<file path="config.mk">
export PLATFORM = sky130hd
export DESIGN_NAME = layer_stack_manager
export DESIGN_NICKNAME = d
export VERILOG_FILES = /design/src/hdl/lsm_pkg.sv /design/src/hdl/lsm_ram.sv /design/src/hdl/lsm_ctrl.sv /design/src/hdl/layer_stack_manager.sv
export SDC_FILE = /design/constraint.sdc
export NUM_CORES = 2
export LEC_CHECK = 0
export BUFFER_PORTS_ARGS = -buffer_cell sky130_fd_sc_hd__buf_4
export CAP_MARGIN = 10
export CORE_ASPECT_RATIO = 0.6
export CORE_MARGIN = 8
export CORE_UTILIZATION = 48
export CTS_CLUSTER_DIAMETER = 30
export DETAILED_ROUTE_END_ITERATION = 16
export GPL_ROUTABILITY_DRIVEN = 0
export MAX_ROUTING_LAYER = met4
export PLACE_DENSITY_LB_ADDON = 0.1
export SLEW_MARGIN = 40
export SYNTH_ARGS = -nofsm -noshare
export SYNTH_HDL_FRONTEND = slang
export SYNTH_HIERARCHICAL = 1
export SYNTH_MEMORY_MAX_BITS = 65536
export SYNTH_SLANG_ARGS = --single-unit
</file>
<file path="constraint.sdc">
create_clock -name aclk -period 21.6 [get_ports aclk]
set_input_delay 3.24 -clock aclk [delete_from_list [all_inputs] [get_ports aclk]]
set_output_delay 3.24 -clock aclk [all_outputs]
set_load 0.05 [all_outputs]
</file>
<file path="src/hdl/lsm_pkg.sv">
// Shared constants for the layer stack manager: opcodes, status codes, stream widths.
package lsm_pkg;

    // Default number of layers
    localparam int DEF_MAX_LAYERS = 256;

    // Item field widths
    localparam int OPCODE_W   = 2;
    localparam int LAYER_ID_W = 8;
    localparam int REQ_H_W    = 10;
    localparam int STATUS_W   = 2;
    localparam int RES_LYR_W  = 8;
    localparam int RES_H_W    = 9;
    localparam int TOP_H_W    = 9;

    // Stream data widths, padded to whole bytes
    localparam int S_TDATA_W = 24;
    localparam int M_TDATA_W = 32;

    // Opcodes
    localparam logic [OPCODE_W-1:0] OP_ALLOC = 2'd0;
    localparam logic [OPCODE_W-1:0] OP_SET_H = 2'd1;
    localparam logic [OPCODE_W-1:0] OP_FREE  = 2'd2;
    localparam logic [OPCODE_W-1:0] OP_READ  = 2'd3;

    // Status codes
    localparam logic [STATUS_W-1:0] ST_OK        = 2'd0;
    localparam logic [STATUS_W-1:0] ST_NO_FREE   = 2'd1;
    localparam logic [STATUS_W-1:0] ST_NOT_ALLOC = 2'd2;
    localparam logic [STATUS_W-1:0] ST_H_EMPTY   = 2'd3;

endpackage

</file>
<file path="src/hdl/lsm_ram.sv">
// Simple dual-port synchronous RAM with registered read.
module lsm_ram import lsm_pkg::*; #(
    parameter int DEPTH = DEF_MAX_LAYERS,
    parameter int WIDTH = 8,
    localparam int ADDR_W = $clog2(DEPTH)
) (
    input  logic              aclk,
    input  logic              wr_en,
    input  logic [ADDR_W-1:0] wr_addr,
    input  logic [WIDTH-1:0]  wr_data,
    input  logic [ADDR_W-1:0] rd_addr,
    output logic [WIDTH-1:0]  rd_data
);

    logic [WIDTH-1:0] mem_q [DEPTH];
    logic [WIDTH-1:0] rd_data_reg;

    // Write port
    always_ff @(posedge aclk) begin
        if (wr_en) begin
            mem_q[wr_addr] <= wr_data;
        end
    end

    // Registered read port
    always_ff @(posedge aclk) begin
        rd_data_reg <= mem_q[rd_addr];
    end

    assign rd_data = rd_data_reg;

endmodule

</file>
<file path="src/hdl/lsm_ctrl.sv">
// Sequencer: decodes items, scans, shifts the order stack and builds results.
module lsm_ctrl import lsm_pkg::*; #(
    parameter int MAX_LAYERS = DEF_MAX_LAYERS,
    localparam int ID_W = $clog2(MAX_LAYERS),
    localparam int H_W  = ID_W + 1
) (
    input  logic                 aclk,
    input  logic                 aresetn,
    input  logic                 s_tvalid,
    output logic                 s_tready,
    input  logic [S_TDATA_W-1:0] s_tdata,
    output logic                 m_tvalid,
    input  logic                 m_tready,
    output logic [M_TDATA_W-1:0] m_tdata,
    // layer table: {in_use, height}
    output logic                 a_we,
    output logic [ID_W-1:0]      a_waddr,
    output logic [H_W:0]         a_wdata,
    output logic [ID_W-1:0]      a_raddr,
    input  logic [H_W:0]         a_rdata,
    // order stack: layer at each height
    output logic                 b_we,
    output logic [ID_W-1:0]      b_waddr,
    output logic [ID_W-1:0]      b_wdata,
    output logic [ID_W-1:0]      b_raddr,
    input  logic [ID_W-1:0]      b_rdata
);

    localparam int C_W = (ID_W + 2 > REQ_H_W + 1) ? ID_W + 2 : REQ_H_W + 1;
    localparam int N_W = ID_W + 1;
    localparam logic [ID_W-1:0]       LAST_IDX = ID_W'(MAX_LAYERS - 1);
    localparam logic [N_W-1:0]        NUM_LYR  = N_W'(MAX_LAYERS);
    localparam logic signed [C_W-1:0] NEG1     = '1;
    localparam logic signed [C_W-1:0] ONE      = C_W'(1);

    // Sequencer states
    localparam logic [2:0] S_CLEAR  = 3'd0;
    localparam logic [2:0] S_IDLE   = 3'd1;
    localparam logic [2:0] S_LOOKUP = 3'd2;
    localparam logic [2:0] S_EVAL   = 3'd3;
    localparam logic [2:0] S_SCAN   = 3'd4;
    localparam logic [2:0] S_MOVE   = 3'd5;
    localparam logic [2:0] S_FINAL  = 3'd6;
    localparam logic [2:0] S_RESP   = 3'd7;

    // Control registers
    logic [2:0]             state_reg, state_next;
    logic signed [H_W-1:0]  top_reg, top_next;
    logic [ID_W-1:0]        clr_reg, clr_next;
    logic [N_W-1:0]         scan_cnt_reg, scan_cnt_next;
    logic                   scan_vld_reg, scan_vld_next;
    logic                   pend_vld_reg, pend_vld_next;
    logic                   m_valid_reg, m_valid_next;

    // Payload registers
    logic [OPCODE_W-1:0]    op_reg, op_next;
    logic [LAYER_ID_W-1:0]  id_reg, id_next;
    logic signed [REQ_H_W-1:0] rh_reg, rh_next;
    logic [ID_W-1:0]        chk_reg, chk_next;
    logic signed [H_W-1:0]  tgt_h_reg, tgt_h_next;
    logic                   keep_reg, keep_next;
    logic                   dn_reg, dn_next;
    logic                   grow_reg, grow_next;
    logic                   shrink_reg, shrink_next;
    logic [N_W-1:0]         cnt_reg, cnt_next;
    logic [ID_W-1:0]        src_reg, src_next;
    logic [ID_W-1:0]        pend_dst_reg, pend_dst_next;
    logic [STATUS_W-1:0]    res_st_reg, res_st_next;
    logic [RES_LYR_W-1:0]   res_lyr_reg, res_lyr_next;
    logic signed [RES_H_W-1:0] res_h_reg, res_h_next;
    logic [M_TDATA_W-1:0]   m_data_reg, m_data_next;

    // Decode helpers
    logic [ID_W-1:0]        id_idx;
    logic                   id_ok;
    logic signed [C_W-1:0]  rq, rq_eff, top_c, old_c, h1, lim, hc;
    logic signed [H_W-1:0]  old_h;
    logic                   rd_ok;

    // Move plan
    logic                   mv_dn, mv_grow, mv_shrink;
    logic signed [C_W-1:0]  mv_start, mv_n;

    assign id_idx = ID_W'(id_reg);
    assign id_ok  = 32'(id_reg) < 32'(MAX_LAYERS);
    assign rq     = C_W'(rh_reg);
    assign rq_eff = (op_reg == OP_FREE) ? NEG1 : rq;
    assign top_c  = C_W'(top_reg);
    assign old_h  = a_rdata[H_W-1:0];
    assign old_c  = C_W'(old_h);
    assign rd_ok  = (rq >= 0) && (rq <= top_c);

    // Clamp the requested height: hidden floor, stack top ceiling (one above the top for a hidden layer)
    assign h1  = (rq_eff < NEG1) ? NEG1 : rq_eff;
    assign lim = (old_c >= 0) ? top_c : top_c + ONE;
    assign hc  = (h1 > lim) ? lim : h1;

    // Which way the layers in between shift, where it starts, how far
    always_comb begin
        mv_dn     = 1'b0;
        mv_grow   = 1'b0;
        mv_shrink = 1'b0;
        mv_start  = old_c;
        mv_n      = '0;
        priority if (old_c > hc && hc >= 0) begin
            mv_dn = 1'b1;
            mv_n  = old_c - hc;
        end else if (old_c > hc) begin
            mv_shrink = 1'b1;
            mv_n      = top_c - old_c;
        end else if (old_c < hc && old_c >= 0) begin
            mv_n = hc - old_c;
        end else if (old_c < hc) begin
            mv_dn    = 1'b1;
            mv_grow  = 1'b1;
            mv_start = top_c + ONE;
            mv_n     = top_c + ONE - hc;
        end else begin
            mv_n = '0;
        end
    end

    // Sequencer
    always_comb begin
        state_next    = state_reg;
        top_next      = top_reg;
        clr_next      = clr_reg;
        scan_cnt_next = scan_cnt_reg;
        scan_vld_next = scan_vld_reg;
        pend_vld_next = pend_vld_reg;
        m_valid_next  = m_valid_reg;
        op_next       = op_reg;
        id_next       = id_reg;
        rh_next       = rh_reg;
        chk_next      = chk_reg;
        tgt_h_next    = tgt_h_reg;
        keep_next     = keep_reg;
        dn_next       = dn_reg;
        grow_next     = grow_reg;
        shrink_next   = shrink_reg;
        cnt_next      = cnt_reg;
        src_next      = src_reg;
        pend_dst_next = pend_dst_reg;
        res_st_next   = res_st_reg;
        res_lyr_next  = res_lyr_reg;
        res_h_next    = res_h_reg;
        m_data_next   = m_data_reg;
        s_tready      = 1'b0;
        a_we          = 1'b0;
        a_waddr       = '0;
        a_wdata       = '0;
        a_raddr       = '0;
        b_we          = 1'b0;
        b_waddr       = '0;
        b_wdata       = '0;
        b_raddr       = '0;

        // result register drains independently
        if (m_valid_reg && m_tready) begin
            m_valid_next = 1'b0;
        end

        unique case (state_reg)
            // sweep the layer table to mark every layer free
            S_CLEAR: begin
                a_we     = 1'b1;
                a_waddr  = clr_reg;
                a_wdata  = '0;
                clr_next = clr_reg + 1'b1;
                if (clr_reg == LAST_IDX) begin
                    state_next = S_IDLE;
                end
            end
            S_IDLE: begin
                s_tready = 1'b1;
                if (s_tvalid) begin
                    op_next = s_tdata[OPCODE_W-1:0];
                    id_next = s_tdata[OPCODE_W +: LAYER_ID_W];
                    rh_next = s_tdata[OPCODE_W + LAYER_ID_W +: REQ_H_W];
                    if (s_tdata[OPCODE_W-1:0] == OP_ALLOC) begin
                        scan_cnt_next = '0;
                        scan_vld_next = 1'b0;
                        state_next    = S_SCAN;
                    end else begin
                        state_next = S_LOOKUP;
                    end
                end
            end
            S_LOOKUP: begin
                a_raddr    = id_idx;
                b_raddr    = rq[ID_W-1:0];
                state_next = S_EVAL;
            end
            S_EVAL: begin
                unique case (op_reg)
                    OP_READ: begin
                        if (rd_ok) begin
                            res_st_next  = ST_OK;
                            res_lyr_next = RES_LYR_W'(b_rdata);
                            res_h_next   = RES_H_W'(rh_reg);
                        end else begin
                            res_st_next  = ST_H_EMPTY;
                            res_lyr_next = '0;
                            res_h_next   = '1;
                        end
                        state_next = S_RESP;
                    end
                    OP_SET_H, OP_FREE: begin
                        if (!id_ok || !a_rdata[H_W]) begin
                            res_st_next  = ST_NOT_ALLOC;
                            res_lyr_next = id_reg;
                            res_h_next   = '1;
                            state_next   = S_RESP;
                        end else begin
                            tgt_h_next    = H_W'(hc);
                            keep_next     = (op_reg == OP_SET_H);
                            dn_next       = mv_dn;
                            grow_next     = mv_grow;
                            shrink_next   = mv_shrink;
                            cnt_next      = N_W'(mv_n);
                            src_next      = mv_dn ? ID_W'(mv_start - ONE)
                                                  : ID_W'(mv_start + ONE);
                            pend_vld_next = 1'b0;
                            state_next    = S_MOVE;
                        end
                    end
                    OP_ALLOC: begin
                        state_next = S_RESP;
                    end
                    default: begin
                        state_next = S_RESP;
                    end
                endcase
            end
            // find the lowest free layer, one table read per cycle
            S_SCAN: begin
                if (scan_cnt_reg < NUM_LYR) begin
                    a_raddr       = scan_cnt_reg[ID_W-1:0];
                    chk_next      = scan_cnt_reg[ID_W-1:0];
                    scan_cnt_next = scan_cnt_reg + 1'b1;
                    scan_vld_next = 1'b1;
                end else begin
                    scan_vld_next = 1'b0;
                end
                if (scan_vld_reg) begin
                    if (!a_rdata[H_W]) begin
                        a_we         = 1'b1;
                        a_waddr      = chk_reg;
                        a_wdata      = {1'b1, {H_W{1'b1}}};
                        res_st_next  = ST_OK;
                        res_lyr_next = RES_LYR_W'(chk_reg);
                        res_h_next   = '1;
                        state_next   = S_RESP;
                    end else if (chk_reg == LAST_IDX) begin
                        res_st_next  = ST_NO_FREE;
                        res_lyr_next = '0;
                        res_h_next   = '1;
                        state_next   = S_RESP;
                    end
                end
            end
            // shift stack entries one a cycle; each write follows its read through the pending register
            S_MOVE: begin
                if (pend_vld_reg) begin
                    b_we    = 1'b1;
                    b_waddr = pend_dst_reg;
                    b_wdata = b_rdata;
                    a_we    = 1'b1;
                    a_waddr = b_rdata;
                    a_wdata = {1'b1, 1'b0, pend_dst_reg};
                end
                if (cnt_reg != '0) begin
                    b_raddr       = src_reg;
                    pend_vld_next = 1'b1;
                    pend_dst_next = dn_reg ? src_reg + 1'b1 : src_reg - 1'b1;
                    src_next      = dn_reg ? src_reg - 1'b1 : src_reg + 1'b1;
                    cnt_next      = cnt_reg - 1'b1;
                end else begin
                    pend_vld_next = 1'b0;
                    if (!pend_vld_reg) begin
                        state_next = S_FINAL;
                    end
                end
            end
            // place the addressed layer and adjust the stack top
            S_FINAL: begin
                a_we    = 1'b1;
                a_waddr = id_idx;
                a_wdata = {keep_reg, tgt_h_reg};
                if (tgt_h_reg >= 0) begin
                    b_we    = 1'b1;
                    b_waddr = tgt_h_reg[ID_W-1:0];
                    b_wdata = id_idx;
                end
                if (grow_reg) begin
                    top_next = top_reg + 1'b1;
                end else if (shrink_reg) begin
                    top_next = top_reg - 1'b1;
                end
                res_st_next  = ST_OK;
                res_lyr_next = id_reg;
                res_h_next   = keep_reg ? RES_H_W'(tgt_h_reg) : '1;
                state_next   = S_RESP;
            end
            S_RESP: begin
                if (!m_valid_reg || m_tready) begin
                    m_valid_next = 1'b1;
                    m_data_next  = {{(M_TDATA_W - STATUS_W - RES_LYR_W - RES_H_W
                                      - TOP_H_W){1'b0}},
                                    TOP_H_W'(top_reg), res_h_reg, res_lyr_reg, res_st_reg};
                    state_next   = S_IDLE;
                end
            end
            default: begin
                state_next = S_IDLE;
            end
        endcase
    end

    // Control state
    always_ff @(posedge aclk) begin
        if (!aresetn) begin
            state_reg    <= S_CLEAR;
            top_reg      <= '1;
            clr_reg      <= '0;
            scan_cnt_reg <= '0;
            scan_vld_reg <= 1'b0;
            pend_vld_reg <= 1'b0;
            m_valid_reg  <= 1'b0;
        end else begin
            state_reg    <= state_next;
            top_reg      <= top_next;
            clr_reg      <= clr_next;
            scan_cnt_reg <= scan_cnt_next;
            scan_vld_reg <= scan_vld_next;
            pend_vld_reg <= pend_vld_next;
            m_valid_reg  <= m_valid_next;
        end
    end

    // Payload
    always_ff @(posedge aclk) begin
        op_reg       <= op_next;
        id_reg       <= id_next;
        rh_reg       <= rh_next;
        chk_reg      <= chk_next;
        tgt_h_reg    <= tgt_h_next;
        keep_reg     <= keep_next;
        dn_reg       <= dn_next;
        grow_reg     <= grow_next;
        shrink_reg   <= shrink_next;
        cnt_reg      <= cnt_next;
        src_reg      <= src_next;
        pend_dst_reg <= pend_dst_next;
        res_st_reg   <= res_st_next;
        res_lyr_reg  <= res_lyr_next;
        res_h_reg    <= res_h_next;
        m_data_reg   <= m_data_next;
    end

    assign m_tvalid = m_valid_reg;
    assign m_tdata  = m_data_reg;

endmodule

</file>
<file path="src/hdl/layer_stack_manager.sv">
// Top level of the layer stack manager: sequencer plus layer table and order stack RAMs.
//
//  channel   dir  tdata fields (lowest bit up)
//  s_axis    in   opcode[1:0], layer_id[9:2], req_height[19:10]
//  m_axis    out  status[1:0], result_layer[9:2], result_height[18:10], top_height[27:19]
//
// Item steps: read looks up the order stack and answers; set height or free looks up
// the layer, shifts the layers in between on the order stack (up to MAX_LAYERS - 1)
// and places it; allocate scans the layer table upward to the lowest free layer.
// The shift loop on the order stack RAM sets the worst case: one entry a cycle.
// After reset a clearing pass runs over every entry of the layer table;
// s_tready stays low until it is done.
// A finished item sits in the output register while the next one is taken.
module layer_stack_manager import lsm_pkg::*; #(
    parameter int MAX_LAYERS = DEF_MAX_LAYERS
) (
    input  logic                 aclk,
    input  logic                 aresetn,
    input  logic                 s_tvalid,
    output logic                 s_tready,
    input  logic [S_TDATA_W-1:0] s_tdata,   // opcode, layer_id, req_height
    output logic                 m_tvalid,
    input  logic                 m_tready,
    output logic [M_TDATA_W-1:0] m_tdata    // status, result_layer, result_height, top_height
);

    localparam int ID_W = $clog2(MAX_LAYERS);
    localparam int H_W  = ID_W + 1;

    logic            a_we;
    logic [ID_W-1:0] a_waddr, a_raddr;
    logic [H_W:0]    a_wdata, a_rdata;
    logic            b_we;
    logic [ID_W-1:0] b_waddr, b_raddr, b_wdata, b_rdata;

    // Sequencer
    lsm_ctrl #(.MAX_LAYERS(MAX_LAYERS)) u_ctrl (
        .aclk     (aclk),
        .aresetn  (aresetn),
        .s_tvalid (s_tvalid),
        .s_tready (s_tready),
        .s_tdata  (s_tdata),
        .m_tvalid (m_tvalid),
        .m_tready (m_tready),
        .m_tdata  (m_tdata),
        .a_we     (a_we),
        .a_waddr  (a_waddr),
        .a_wdata  (a_wdata),
        .a_raddr  (a_raddr),
        .a_rdata  (a_rdata),
        .b_we     (b_we),
        .b_waddr  (b_waddr),
        .b_wdata  (b_wdata),
        .b_raddr  (b_raddr),
        .b_rdata  (b_rdata)
    );

    // Layer table: in_use flag and height per layer
    lsm_ram #(.DEPTH(MAX_LAYERS), .WIDTH(H_W + 1)) u_layer_tbl (
        .aclk    (aclk),
        .wr_en   (a_we),
        .wr_addr (a_waddr),
        .wr_data (a_wdata),
        .rd_addr (a_raddr),
        .rd_data (a_rdata)
    );

    // Order stack: layer id at each height
    lsm_ram #(.DEPTH(MAX_LAYERS), .WIDTH(ID_W)) u_order_stk (
        .aclk    (aclk),
        .wr_en   (b_we),
        .wr_addr (b_waddr),
        .wr_data (b_wdata),
        .rd_addr (b_raddr),
        .rd_data (b_rdata)
    );

endmodule

</file>
==> flow_metrics.tcl <==
set metrics [dict create \
    status "complete, no violations" \
    top_register "u_layer_tbl/mem_q" \
    synth_most_common_cell "edfxtp_1" \
    cp_slowest_cell "dfxtp_1" \
    min_to "u_ctrl/m_tdata[4]$_DFFE_PP_" \
    route.vias.total 98880 \
    die_area_mm2 0.4137 \
    finalPower_mw 22.38 \
    p_per_area_mw_per_mm2 102.4 \
    postRouteWirelength_um 527900 \
    routedWlPerCell_um 33.92 \
    fillers 29150 \
    io_pins 62 \
    synthTopCellsByCount "edfxtp_1 (4721), mux4_2 (949), nor2_1 (625), mux2i_1 (352), a22oi_1 (327)" \
    period_needed_ps 8375 \
    ir_worst_vdd_mv 0.07541 \
    min_path_cells 0 \
    hp-class "reg -> reg" \
    clk_pin_slew_worst_paths_ps 60 \
    largest_register_ffs 2560 \
    grt_overflow_total 0 \
    clock_path_buffers 4 \
    die_x_um 825.1 \
    synthCells 9389 \
    worst_path_largest_cell_delay_ps 760 \
    rsz0062_at_grt "no" \
    area_delta_synth_final_pct 15.90 \
    synth_edf_count 4721 \
    cap_violations 0 \
    yosysTopAreaCell "edfxtp_1" \
    start_kind "register" \
    setup_viol 0 \
    grt_pass1_vias 96630 \
    finalClockSkew_ps 66.37 \
    cts_setup_buffers 0 \
    r2r_cells 29 \
    initial_core_util_pct 48.15 \
    slew_headroom_pct 34.52 \
    min_from "u_ctrl/res_lyr_reg[2]$_DFFE_PP_" \
    drt-pass1-iter-count 8 \
    fp-row-count 178 \
    cts_resized 0 \
    finalMaxSlewViolations 0 \
    grt_max_degree 197 \
    synth_top_area_share_pct 75.19 \
    tritoncts "yes" \
    antenna_left 0 \
    hold_buffers 0 \
    die_h_um 501.5 \
    antenna_found_initial 20 \
    path_class "reg -> reg" \
    cp.required_ps 22280 \
    cp_max_fo 16 \
    tns_ps 0 \
    synth_ff_type "edfxtp_1" \
    grt_usage_pct 25.75 \
    r2r-end "u_ctrl/src_reg[6]$_DFFE_PP_" \
    syn_area_per_cell_um2 20.08 \
    final_nets 9903 \
    yosysSeqAreaShare_pct 75.73 \
    r2r_setup_slack_ps 13220 \
    p_leak_nw 56.15 \
    cts_root_buf "clkbuf_16" \
    synth_area_leaders "edfxtp_1 (75%), mux4_2 (11%), mux2i_1 (1.9%)" \
    cts_num_sinks 4771 \
    hold_violations 0 \
    ys_ff_latch 4771 \
    clock_latency_ps 960 \
    core_area_mm2 0.3915 \
    critPathArrivalTime_ps 9050 \
    cts_buffers 637 \
    max_freq_mhz 119.4 \
    io_buffers 53 \
    synthArstFlopShare_pct 0 \
    yosysWarnings 6 \
    cts_max_level 6 \
    drive_gt1_share_pct 28.30 \
    dp_hpwl_um 334000 \
    viasPerCell 6.353 \
    drt_iter0_drc 13530 \
    endpoint_kind "register" \
    reg2reg_from "u_ctrl/top_reg[0]$_SDFFE_PN1P_" \
    drc_errors 0 \
    worstMarginPinSlew_ps 978.0 \
    yosys.cell_types.count 96 \
    min_period_over_period_pct 38.77 \
    grt_pass1_wl_um 736900 \
    syn-cell-area_mm2 0.1885 \
]
[kinds of logic (layout without fill, tap and decap cells)]
| family | after synthesis | count (layout) | synth area share [%] |
|---|---|---|---|
| flops | 4771 | 4771 | 75.73 |
| mux | 1345 | 1345 | 13.81 |
| simple gates | 1295 | 1295 | 3.149 |
| compound gates | 1185 | 1185 | 4.392 |
| buf+inv | 631 | 1569 | 1.991 |
| xor+xnor | 81 | 81 | 0.3763 |
| fa+ha+maj | 80 | 80 | 0.5535 |
| other cells | 1 | 18 | 0.001989 |
[where the power goes]
part           internal [mW]  leakage (nW)  switching [mW]
Combinational          0.514          11.5            1.04
Clock                   6.54          10.5            4.09
Sequential              10.1          34.2          0.0676
Total                   17.2          56.2            5.20
[how the worst max path moves through the flow]
stage / from / to / slack (ps)
6_report: u_ctrl/top_reg[0]$_SDFFE_PN1P_ / u_ctrl/src_reg[6]$_DFFE_PP_ / 13220
5_1_grt: u_ctrl/top_reg[1]$_SDFFE_PN1P_ / u_ctrl/src_reg[6]$_DFFE_PP_ / 12690
4_1_cts: u_ctrl/top_reg[0]$_SDFFE_PN1P_ / u_ctrl/src_reg[6]$_DFFE_PP_ / 13440
3_5_place_dp: u_ctrl/top_reg[0]$_SDFFE_PN1P_ / u_ctrl/src_reg[6]$_DFFE_PP_ / 13480
3_3_place_gp: u_ctrl/top_reg[0]$_SDFFE_PN1P_ / u_ctrl/src_reg[6]$_DFFE_PP_ / 13260
2_1_floorplan: u_ctrl/op_reg[0]$_DFFE_PP_ / u_ctrl/src_reg[7]$_DFFE_PP_ / 14760
[cells in the final DEF, fill, tap and decap left out, types with 23 or more instances in the layout]
| cell | n |
|---|---|
| o211ai_1 | 32 |
| nor2b_1 | 62 |
| nand3_1 | 87 |
| nor4_1 | 37 |
| clkinvlp_4 | 61 |
| clkbuf_16 | 660 |
| a21oi_1 | 267 |
| ha_1 | 73 |
| o21ai_0 | 62 |
| edfxtp_1 | 4721 |
| o221ai_1 | 87 |
| nor3_1 | 56 |
| buf_12 | 31 |
| xnor2_1 | 57 |
| nand4_1 | 41 |
| clkinv_4 | 51 |
| clkinv_1 | 71 |
| inv_1 | 60 |
| a211oi_1 | 26 |
| inv_6 | 78 |
| bufinv_16 | 73 |
| buf_4 | 252 |
| a221oi_1 | 33 |
| nand2_1 | 170 |
| nand2b_1 | 26 |
| mux2i_1 | 352 |
| a21o_1 | 24 |
| buf_6 | 31 |
| a22o_1 | 30 |
| o21a_1 | 23 |
| mux4_1 | 43 |
| a22oi_1 | 327 |
| o22ai_1 | 99 |
| clkbuf_1 | 67 |
| nor2_2 | 408 |
| xor2_1 | 24 |
| clkinv_2 | 83 |
| dfxtp_1 | 49 |
| nor2_1 | 210 |
| mux4_2 | 949 |
[cell type report]
cell class              count  area, um^2  share of cell area [%]
inverters                  65       245.2                  0.1122
clock buffers             731       16820                   7.699
flip-flops and latches   4771      142800                   65.34
clock inverters           442        4843                   2.217
well taps                5220        6531                   2.989
multi-input cells        3990       44010                   20.14
diodes                     14       35.03                 0.01603
repair buffers            331        3249                   1.487
[critical path: cells and delay by family, from the launching register on]
family          cells  cell delay, ps
compound gates     10            2140
xor+xnor            2             370
fa+ha+maj           4            1420
buf+inv             2             340
flops               1             760
mux                 1             490
simple gates       10            2560
[metal layers]
layer	vias up	wire length (um)	track usage (%)
li1	40210	-	-
met1	52870	236000	39.16
met2	5139	210500	32.50
met3	660	72110	10.38
met4	0	9272	4.787
met5	-	0	-
[through the flow]
step	setup WS [ps]	util, %	area (um^2)	cells	hold WS, ps
3_5_place_dp	13480	50.07	196000	14360	405.2
4_1_cts	13440	55.60	217700	15540	423.1
2_1_floorplan	14760	-	188500	9392	400.3
5_1_grt	12690	55.80	218500	15560	429.5
6_report	13220	55.81	218500	15560	429.0
3_3_place_gp	13260	49.67	194500	14330	414.0
No activity file was read; power rests on OpenSTA's default activity.
